<file path="config.mk">
export PLATFORM = sky130hd
export DESIGN_NAME = twtm_ctrl
export DESIGN_NICKNAME = d
export VERILOG_FILES = /design/src/hw/rtl/twtm_pkg.sv /design/src/hw/rtl/twtm_ctrl.sv
export SDC_FILE = /design/constraint.sdc
export NUM_CORES = 1
export LEC_CHECK = 0
export ABC_AREA = 1
export BUFFER_PORTS_ARGS = -buffer_cell sky130_fd_sc_hd__clkbuf_2
export CAP_MARGIN = 20
export CORE_AREA = 4 4 41 43
export CTS_CLUSTER_DIAMETER = 40
export DETAILED_ROUTE_END_ITERATION = 8
export DIE_AREA = 0 0 45 47
export GPL_TIMING_DRIVEN = 0
export PLACE_DENSITY_LB_ADDON = 0.2
export RECOVER_POWER = 25
export SLEW_MARGIN = 20
export SYNTH_ARGS = -nofsm -noshare
export SYNTH_HDL_FRONTEND = slang
export SYNTH_SLANG_ARGS = --single-unit
</file>
<file path="constraint.sdc">
create_clock -name i_clk -period 1.7 [get_ports i_clk]
set_clock_uncertainty 0.1 [all_clocks]
set_input_delay 0.255 -clock i_clk [delete_from_list [all_inputs] [get_ports i_clk]]
set_output_delay 0.255 -clock i_clk [all_outputs]
set_load 0.01 [all_outputs]
</file>
<file path="src/hw/rtl/twtm_pkg.sv">
// Shared types and constants for the trie word translation map.
`default_nettype none

package twtm_pkg;

    localparam int LETTER_W = 5;
    localparam int VALUE_W  = 50;
    localparam int STATUS_W = 2;

    localparam logic CMD_INSERT = 1'b0;
    localparam logic CMD_SEARCH = 1'b1;

    localparam logic [STATUS_W-1:0] ST_OK   = 2'd0;
    localparam logic [STATUS_W-1:0] ST_MISS = 2'd1;
    localparam logic [STATUS_W-1:0] ST_FULL = 2'd2;

    typedef enum logic [1:0] {
        S_CLEAR,
        S_IDLE,
        S_STEP,
        S_END
    } t_state;

    typedef struct packed {
        logic clear;
        logic accept;
        logic step;
        logic finish;
    } t_ctrl_cmd;

    typedef struct packed {
        logic clear_last;
        logic item_last;
        logic out_free;
    } t_ctrl_stat;

endpackage

`default_nettype wire

</file>
<file path="src/hw/rtl/twtm_ctrl.sv">
// Sequencer for clearing, letter steps and word completion.
`default_nettype none

module twtm_ctrl (
    input  wire logic                 i_clk,
    input  wire logic                 i_rst_n,
    input  wire logic                 i_valid,
    output logic                      o_stall,
    input  wire twtm_pkg::t_ctrl_stat i_stat,
    output twtm_pkg::t_ctrl_cmd       o_cmd
);
    import twtm_pkg::*;

    t_state r_state;
    t_state n_state;

    always_ff @(posedge i_clk) begin
        if (!i_rst_n) begin
            r_state <= S_CLEAR;
        end else begin
            r_state <= n_state;
        end
    end

    always_comb begin
        n_state = r_state;
        unique case (r_state)
            S_CLEAR: begin
                if (i_stat.clear_last) n_state = S_IDLE;
            end
            S_IDLE: begin
                if (i_valid) n_state = S_STEP;
            end
            S_STEP: begin
                n_state = i_stat.item_last ? S_END : S_IDLE;
            end
            S_END: begin
                if (i_stat.out_free) n_state = S_IDLE;
            end
            default: n_state = S_CLEAR;
        endcase
    end

    always_comb begin
        o_cmd   = '0;
        o_stall = 1'b1;
        unique case (r_state)
            S_CLEAR: begin
                o_cmd.clear = 1'b1;
            end
            S_IDLE: begin
                o_stall      = 1'b0;
                o_cmd.accept = i_valid;
            end
            S_STEP: begin
                o_cmd.step = 1'b1;
            end
            S_END: begin
                o_cmd.finish = i_stat.out_free;
            end
            default: begin
                o_cmd = '0;
            end
        endcase
    end

endmodule

`default_nettype wire

</file>
After elaboration in Yosys (flattened, before gate mapping)
Index checks and enable logic that the tools add are counted.

operators by class
  equality and inequality tests = 6
  multiplexer cells = 10
  reductions and logical operators = 2

operator list
  cell                  count
  $mux W2               4
  $pmux W2 S4           1
  $ne A2 B2 Y1 const B  3
  $mux W1               5
  $eq A2 B2 Y1 const B  2
  $reduce_and A3 Y1     1
  $eq A2 B1 Y1 const B  1
  $logic_not A2 Y1      1

word-level totals
  flip-flop bits (word level) = 2
  bits of input ports = 6

Logic depth before layout (Yosys ltp)
Gate-level depths: netlist of the first run.

  depth in word-level cells = 3
  depth in mapped cells = 7
  gate-level depth less buffers = 7

Least setup slack after synthesis of the first run
Ideal clock, no wire load.

  kind = register -> register
  from = register r_state[0]
  to = register r_state[1]
  arrival = 1.051 ns
  path slack = 0.437 ns
  cell stages (with the launch flop) = 7
  buffers on the path = 0
  clock period less this slack = 1.263 ns
  path through = dfxtp_1 -> bufinv_8 -> ha_1 -> nand2_2 -> nand3_2 -> nor2_1 -> nor2_1

on the way
  cells in the longest elaborated chain, start to end = 3
  elaborated cells on any way between the ends = 9
  those cells by class = eq/ne (6); mux (1); reduce/logical (2)

RTL lines
  item                                  line             text
  start: declaration                    twtm_ctrl.sv:14  t_state r_state;
  start signal: assignment              twtm_ctrl.sv:21  r_state <= n_state;
  $eq A2 B2 Y1 (tied with other cells)  twtm_ctrl.sv:27  unique case (r_state)
  $ne A2 B2 Y1 (no line)                -
  $reduce_and A3 Y1 (no line)           -

Several ways; a longest one is shown, not always the timed one.
A chain may end at the register's enable or synchronous reset.

Worst setup path in the final report of the first run
  from = register r_state[1]
  to = output port o_stall

on the way
  cells in the longest elaborated chain, start to end = 2

RTL lines
  item              line             text
  $eq A2 B1 Y1      twtm_ctrl.sv:47  unique case (r_state)
  $mux W1           twtm_ctrl.sv:47
  end: declaration  twtm_ctrl.sv:8   output logic o_stall,

Every way passes these cells.

==> results.md, run 1 <==
* Global-route wire length before repair at roughly 770 um
* CTS Hold Buffers Added at 0
* Synth Warn # at 0
* Largest regs: r_state: 2 flops
* Critical path peak fanout at 3
* Finished Layout Cells at 58
* CP max-delay cell: dfxtp_1
* Pre-antenna DRT Iters at 3
* CTS tree: yes
* Placed cells at 55
* Via count at roughly 200
* Cell accounting for the most synthesized area: ha_1
* Final total power at ~0.44 mW
* Standard-cell rows at 13
* Count leader, synth: nand2_1
* Inserted Diodes at 0
* Ranking of synthesized cells by area: ha_1 22%, dfxtp_1 18%, bufinv_8 15%
* CTS Buf Count at 3
* Reg power frac at 0.180
* Die Wd at ~45 um
* Worst Setup Start Kind: flop
* CP bufs+invs at 3
* TNS Setup at 0 ns
* CP top delay family: buffers and inverters
* FF-to-FF path depth at 6
* Reg2reg end: r_state[1]
* Starting Density at 0.174
* Area Growth Syn to Fin at 38.1%
* Clock-pin slew on the worst setup and hold paths at 0.03 ns
* Total GRT Usage at 0.0552
* DR iter-0 viols at 5
* Maximum root-to-sink buffer count at 2
* Critical path required time at between 1 and 1.5 ns
* FMAX at 0.628 GHz
* Post-synth EDFFs at 0
* Cts repair resizes at 0
* Internal cell power at around 0.28 mW
* Root Driver: clkbuf_4
* Mapped Cells at 30
* Setup Buffers After CTS at 0
* Maximum vdd drop at 0.544 mV
* Crit path DAT at approximately 1.2 ns
* # Max-Cap Violations at 0
* Final min period at ~1.6 ns
* Critical path depth at 4
* Synth Register Bits at 2
* Cell variety after synth at 9
* Antenna viol nets, final at 0
* Clock share of power at 0.240
* Wirelength per Cell at ~7.9 um
* H-tree levels at 1
* Period utilization at 0.937
* Most flop-heavy register: r_state
* Total Nets Final at between 50 and 60
* Post-Syn Area at roughly 230 um^2
* Unrepaired setup endpoints after global routing: no
* Worst R2R Start: r_state[1]
* Crit-path cells: bufinv_8 > ha_1 > inv_1 > clkbuf_2
* Synth top area share at 0.221
* Die area at ~0.0021 mm^2
* Layout cells sized above 1 at 0.419
* Count of input and output buffers at 10
* Largest register FFs at 2
* Switching part of the total at 0.367
* Crit end category: output port
* # fillers at 156
* Leak at approximately 0.20 nW
* DRC at 0
* Slew HR at 0.892
* Total clock sinks at 2
* Vias per Instance at about 3.4
* CP Class: flop to output port
* Syn Nets at 40
* Routability cong. at roughly 0.68
* Final setup vio count at 0
* Max-slew violations at 0
* Register area at around 40 um^2
* Slew @ Worst Pin at between 0.15 and 0.2 ns
* Die height at 47 um
* Post-synth top flop: dfxtp_1
* Worst hold path class: input pin to flop
* Combinational share of power at 0.580
* Ys async rst share at 0
* Fin. Hold Viols at 0
* Commonest cells in the netlist: 8 x nand2_1, 6 x inv_1, 4 x ha_1, 4 x nor2_1
* Top-Level Pins at 11
* Vias in the first global route at around 190
* Seq/Total Area, Yosys at 0.177
* Critical Path Max Stage Delay at 0.35 ns
* Power per Cell Area at 1410 mW/mm^2
* R2R setup slack at about 0.34 ns
* Insertion delay of the later-clocked pin in the worst-skew pair at ~0.23 ns
* Total gr overflow at 0
* Switching pwr at around 0.16 mW
* Area of the multi-input gates at ~120 um^2
* Detailed Route WL at approximately 460 um
* Initial antenna violation count at 0
* HPWL Detailed at around 370 um
* CP startpoint: r_state[1]
* Syn Area/Cell at between 7 and 8 um^2
* Core area at roughly 0.0013 mm^2
* Outcome: complete, no violations
* Largest net degree at the start of global routing at 5
* CP endpoint: o_stall
final cells by class:
class	count	share of cell area
Clock buffer	3	0.0720
Inverter	8	0.184
Multi-Input combinational cell	20	0.396
Sequential cell	2	0.128
Tap cell	15	0.0600
Timing Repair Buffer	10	0.160
how the worst min path moves through the flow:
stage,from,end,slack (ns),depth (start not counted)
after CTS,i_rst_n,r_state[1],0.14,3
after detailed placement,i_rst_n,r_state[1],0.39,3
after global routing,i_rst_n,r_state[0],0.15,3
final,i_rst_n,r_state[1],0.15,3
after floorplan,i_rst_n,r_state[1],0.28,2
after global placement,i_rst_n,r_state[1],0.39,3
stage by stage:
step	worst slack, ns	hold WS (ns)	area (um^2)	utilization
6_report	0.107	0.152	313	0.240
3_5_place_dp	0.328	0.386	295	0.227
2_1_floorplan	0.437	0.275	226	-
4_1_cts	0.0748	0.142	318	0.244
3_3_place_gp	0.321	0.386	295	0.227
5_1_grt	0.0159	0.151	313	0.240
routing by layer:
layer | track usage | part of all wire | vias to the layer above
met2 | 0.0650 | 0.38 | 9
met1 | 0.0655 | 0.49 | 77
met4 | 0.0526 | 0 | 0
met3 | 0.0345 | 0.12 | 0
met5 | 0 | 0 | -
li1 | - | - | 112
power groups by stage:
stage | combinational (mW) | clock, mW | sequential, mW
4_1_cts | 0.266 | 0.115 | 0.0798
3_5_place_dp | 0.264 | 0 | 0.0803
2_1_floorplan | 0.202 | 0 | 0.0754
5_1_grt | 0.283 | 0.121 | 0.0814
3_3_place_gp | 0.265 | 0 | 0.0809
6_report | 0.256 | 0.106 | 0.0793
logic make-up after synthesis:
logic type	count (synthesis)	synth area share
simple gates	15	0.298
buf+inv	8	0.254
fa+ha+maj	4	0.221
flops	2	0.177
compound gates	1	0.0497
worst register-to-register path: cells and delay by family, from the launching register on:
| family | cells | cell delay (ns) |
|---|---|---|
| DFF | 1 | 0.35 |
| adders and majority gates | 1 | 0.20 |
| buffers and inverters | 1 | 0.20 |
| and+or+nand+nor | 4 | 0.41 |
placed cells by master, fill, tap and decap left out:
cell type | synthesis | final
inv_1 | 6 | 6
bufinv_8 | 2 | 2
nand2_2 | 2 | 2
clkbuf_4 | 0 | 3
nand3_1 | 0 | 1
nand2_1 | 8 | 8
a21boi_2 | 1 | 1
nor2_1 | 4 | 4
ha_1 | 4 | 4
clkbuf_2 | 0 | 10
dfxtp_1 | 2 | 2
Note: power is estimated with default switching activity, not from simulation.
==> inputs of run 2 (changes only) <==
--- a/config.mk
+++ b/config.mk
@@ -5,7 +5,6 @@
 export SDC_FILE = /design/constraint.sdc
 export NUM_CORES = 1
 export LEC_CHECK = 0
-export ABC_AREA = 1
 export BUFFER_PORTS_ARGS = -buffer_cell sky130_fd_sc_hd__clkbuf_2
 export CAP_MARGIN = 20
 export CORE_AREA = 4 4 41 43
==> results.md, run 2 <==
* Outcome: complete, no violations
* Unrepaired setup endpoints after global routing: no
* Syn Area/Cell at roughly 8.1 um^2
* H-tree levels at 1
* Standard-cell rows at 13
* Area Growth Syn to Fin at 50.7%
* Most common cell after layout, fill and taps aside: clkbuf_2
* Power per Cell Area at around 1100 mW/mm^2
* Vias per Instance at between 3 and 4
* Hold path depth at 3
* CTS Hold Buffers Added at 0
* Maximum root-to-sink buffer count at 2
* Total Nets Final at 47
* R2R setup slack at 0.16 ns
* Combinational share of power at 0.418
* Vias in the first global route at between 150 and 200
* Final min period at approximately 1.5 ns
* Insertion delay of the later-clocked pin in the worst-skew pair at about 0.22 ns
* Starting Density at 0.137
* Total GRT Usage at 0.0457
* Maximum vdd drop at roughly 0.37 mV
* Fin. Hold Viols at 0
* CTS Buf Count at 3
* Switching pwr at 0.106 mW
* Period utilization at 0.908
* Critical path required time at roughly 1.8 ns
* Most flop-heavy register: r_state
* Reg power frac at 0.237
* DRC at 0
* TNS Setup at 0 ns
* Synth Register Bits at 2
* Post-synth top flop: dfxtp_1
* Largest net degree at the start of global routing at 5
* Post-Syn Area at approximately 180 um^2
* Antenna viol nets, final at 0
* Crit end category: flop
* Post-route cell area at between 200 and 300 um^2
* Mux cell area share after synthesis at 0.113
* Seq/Total Area, Yosys at 0.225
* Top-Level Pins at 11
* Synth Warn # at 0
* Largest family of logic cells by synthesized area: adder cells
* CP Class: flop to flop
* Final setup vio count at 0
* Detailed Route WL at around 400 um
* Reg2reg end: r_state[0]
* Die area at between 0.002 and 0.0025 mm^2
* DR iter-0 viols at 4
* Largest regs: r_state: 2 flops
* Clock share of power at 0.344
* Critical path peak fanout at 4
* Routability cong. at 0.587
* Internal cell power at between 0.15 and 0.2 mW
* Setup Buffers After CTS at 0
* Commonest cells in the netlist: 6 x inv_1, 4 x ha_1, 3 x nand2_1, 2 x dfxtp_1, 2 x mux2i_1
* Initial antenna violation count at 0
* Slew HR at 0.667
* Leak at approximately 0.16 nW
* HPWL Detailed at 325 um
* Root Driver: clkbuf_4
* Total gr overflow at 0
* Cell Area, Placed at about 250 um^2
* CP endpoint: r_state[0]
* FMAX at 0.648 GHz
* Post-synth EDFFs at 0
* Clock-pin slew on the worst setup and hold paths at ~0.030 ns
* Die height at between 40 and 50 um
* Via count at roughly 180
* Register area at ~40 um^2
* Worst hold path class: input pin to flop
* CTS tree: yes
* Post-synthesis adder-cell area fraction at 0.282
* Global-route wire length before repair at ~660 um
* Layout cells sized above 1 at 0.371
* Count of input and output buffers at 10
* Max-slew violations at 0
* # fillers at around 160
* Cell variety after synth at 10
* Compound-Gate Fraction of Synth Area at 0.0986
* CP startpoint: r_state[1]
* Cell accounting for the most synthesized area: ha_1
* Core area at about 0.0013 mm^2
* Pre-antenna DRT Iters at 4
* Switching part of the total at 0.356
* Slew @ Worst Pin at between 0.5 and 0.6 ns
* Inserted Diodes at 0
* Worst Setup Start Kind: flop
* Xor/xnor share of the synthesized area at 0
* Commonest non-fill, non-tap cells in the layout: 9 x clkbuf_2, 6 x inv_1, 4 x ha_1, 3 x nand2_1, 3 x clkbuf_4
* Wirelength per Cell at 8.06 um
* Worst R2R Start: r_state[1]
* # Max-Cap Violations at 0
* FF-to-FF path depth at 4
* Cts repair resizes at 0
* Count leader, synth: inv_1
* Total clock sinks at 2
* Synth top area share at 0.282
* Mapped Cells at 22
* Crit path DAT at 1.59 ns
* Syn Nets at 32
* Area of the multi-input gates at roughly 120 um^2
* Simple-gate share of the synthesized area at 0.155
* Ys async rst share at 0
* Largest register FFs at 2
* Die Wd at between 40 and 50 um
* Ranking of synthesized cells by area: ha_1 28%, dfxtp_1 23%, inv_1 13%
run 2: layout make-up:
cell class	instances	area share
Inverter	6	0.0841
Sequential cell	2	0.150
Multi-Input combinational cell	14	0.430
Clock buffer	3	0.0841
Tap cell	15	0.0701
Timing Repair Buffer	10	0.182
run 2: per-stage QoR:
stage	std cells	power (mW)	worst slack, ns	utilization	hold WS, ns
6_report	50	0.298	0.157	0.206	0.226
5_1_grt	50	0.325	0.0117	0.206	0.251
4_1_cts	50	0.310	0.106	0.207	0.213
3_5_place_dp	47	0.198	0.117	0.189	0.408
3_3_place_gp	47	0.201	0.0974	0.189	0.418
2_1_floorplan	22	0.153	0.273	-	0.301
run 2: worst max-delay path: stages, from the launching register on:
cell and delay [ns]:
dfxtp_1 0.37, inv_1 0.08, ha_1 0.21, a222oi_1 0.46
mux2i_1 0.24
run 2: metal layers:
layer  vias up  wire (um)  share of wire  GRT usage
li1         96          -              -          -
met1        77        190           0.47     0.0475
met2         9        157           0.39     0.0706
met3         0         54           0.13     0.0115
met4         0          0              0     0.0526
met5         -          0              0          0
run 2: worst min-delay path by stage:
stage	from	to	slack (ns)
2_1_floorplan	i_rst_n	r_state[1]	0.30
3_3_place_gp	r_state[1]	r_state[1]	0.42
3_5_place_dp	r_state[0]	r_state[0]	0.41
4_1_cts	i_rst_n	r_state[0]	0.21
5_1_grt	i_rst_n	r_state[0]	0.25
6_report	i_rst_n	r_state[1]	0.23
run 2: power groups by stage:
| stage | clock network, mW | logic, mW | registers, mW |
|---|---|---|---|
| finish | 0.103 | 0.125 | 0.0708 |
| global route | 0.112 | 0.140 | 0.0728 |
| CTS | 0.112 | 0.128 | 0.0703 |
| detailed placement | 0 | 0.127 | 0.0710 |
| global placement | 0 | 0.128 | 0.0725 |
| floorplan | 0 | 0.0861 | 0.0673 |
run 2: cell families (layout without fill, tap and decap cells):
kind of cell / count (synthesis) / in the layout
DFF: 2 / 2
muxes: 2 / 2
adders and majority gates: 4 / 4
AOI/OAI and AO/OA: 2 / 2
and+or+nand+nor: 6 / 6
buffers and inverters: 6 / 19
==> inputs of run 3 (changes only) <==
--- a/config.mk
+++ b/config.mk
@@ -7,10 +7,10 @@
 export LEC_CHECK = 0
 export BUFFER_PORTS_ARGS = -buffer_cell sky130_fd_sc_hd__clkbuf_2
 export CAP_MARGIN = 20
-export CORE_AREA = 4 4 41 43
+export CORE_AREA = 2 2 39 41
 export CTS_CLUSTER_DIAMETER = 40
 export DETAILED_ROUTE_END_ITERATION = 8
-export DIE_AREA = 0 0 45 47
+export DIE_AREA = 0 0 41 43
 export GPL_TIMING_DRIVEN = 0
 export PLACE_DENSITY_LB_ADDON = 0.2
 export RECOVER_POWER = 25
==> results.md, run 3 (same netlist as run 2, synthesis figures left out) <==
* Area Growth Syn to Fin at 51.4%
* Largest regs: r_state: 2 flops
* Global-route wire length before repair at about 520 um
* Antenna viol nets, final at 0
* Inserted Diodes at 0
* CTS tree: yes
* # fillers at 155
* Die Wd at approximately 41 um
* Commonest non-fill, non-tap cells in the layout: 9 x clkbuf_2, 6 x inv_1, 4 x ha_1, 3 x nand2_1, 3 x clkbuf_4
* Routability cong. at 0.656
* Worst Hold Launch: i_rst_n
* Standard-cell rows at 14
* Crit end category: flop
* Critical path required time at ~1.8 ns
* Slew @ Worst Pin at 0.543 ns
* DRC at 0
* Leak at 0.159 nW
* Largest net degree at the start of global routing at 5
* Largest register FFs at 2
* Count of input and output buffers at 10
* Outcome: complete, no violations
* CTS Buf Count at 3
* Worst hold path class: input pin to flop
* Root Driver: clkbuf_4
* Most flop-heavy register: r_state
* Most common cell after layout, fill and taps aside: clkbuf_2
* Core area at ~0.0014 mm^2
* Critical path peak fanout at 4
* Crit path DAT at 1.61 ns
* Power per Cell Area at between 1000 and 1500 mW/mm^2
* Finished Layout Cells at 51
* Detailed Route WL at 393 um
* Final min period at approximately 1.6 ns
* Vias per Instance at ~3.5
* Insertion delay of the later-clocked pin in the worst-skew pair at between 0.2 and 0.25 ns
* CTS Hold Buffers Added at 0
* CP startpoint: r_state[1]
* Pre-antenna DRT Iters at 4
* H-tree levels at 1
* Die height at 43 um
* FMAX at around 0.64 GHz
* Top-Level Pins at 11
* Max-slew violations at 0
* Layout cells sized above 1 at 0.371
* Initial antenna violation count at 0
* Vias in the first global route at roughly 130
* Wirelength per Cell at around 7.7 um
* Worst R2R Start: r_state[1]
* Maximum root-to-sink buffer count at 2
* Maximum vdd drop at 0.547 mV
* Cell Area, Placed at 248 um^2
* Placed cells at 48
* Total Nets Final at 47
* Final setup vio count at 0
* Worst Setup Start Kind: flop
* Total clock sinks at 2
* DR iter-0 viols at 6
* TNS Setup at 0 ns
* Post-route cell area at about 270 um^2
* # Max-Cap Violations at 0
* Clock-pin slew on the worst setup and hold paths at 0.03 ns
* Starting Density at 0.128
* CP Class: flop to flop
* Total gr overflow at 0
* Period utilization at 0.918
* Via count at about 180
* Slew HR at 0.638
* Die area at 0.00176 mm^2
* Unrepaired setup endpoints after global routing: no
* Fin. Hold Viols at 0
* Total GRT Usage at 0.0481
-- run 3: through the flow --
step / util / worst slack [ns] / total power, mW / hold slack, ns
6_report: 0.194 / 0.140 / 0.296 / 0.217
5_1_grt: 0.194 / 0.0160 / 0.329 / 0.225
4_1_cts: 0.195 / 0.0771 / 0.306 / 0.212
3_5_place_dp: 0.179 / 0.0759 / 0.199 / 0.396
3_3_place_gp: 0.179 / 0.0949 / 0.200 / 0.399
2_1_floorplan: - / 0.273 / 0.153 / 0.301
-- run 3: critical path, cell delays in order (launching register included) --
cell,delay [ns]
dfxtp_1,0.36
inv_1,0.08
ha_1,0.21
a222oi_1,0.50
mux2i_1,0.24
-- run 3: worst paths after layout --
kind	end	slack, ns	cells past startpoint
hold reg to reg	r_state[0]	0.40	2
setup reg to reg	r_state[0]	0.14	4
hold / removal	r_state[1]	0.22	3
setup / recovery	r_state[0]	0.14	4
-- run 3: cell type report --
class                   count  area, um^2  area share
clock buffers               3        22.5      0.0837
well taps                  16        20.0      0.0744
flip-flops and latches      2        40.0       0.149
multi-input cells          14         115       0.428
inverters                   6        22.5      0.0837
repair buffers             10        48.8       0.181
-- run 3: per-layer routing --
layer  share of wire  vias to the layer above  track usage  wire (um)
li1                -                       96            -          -
met1            0.57                       72       0.0639        223
met2            0.30                       13       0.0406        117
met3            0.13                        0       0.0471         52
met4               0                        0       0.0400          0
met5               0                        -            0          0
-- run 3: power by group --
part           switching, mW  internal, mW
combinational         0.0683        0.0565
clock                 0.0247        0.0777
sequential            0.0107        0.0581
total                  0.104         0.192
-- run 3: timing repair --
item | 4_1_cts | 5_1_grt
hold endpoints to repair | 0 | 0
endpoints found under the setup margin | 0 | 1
setup buffers | 0 | 0
resized for setup | 0 | 0
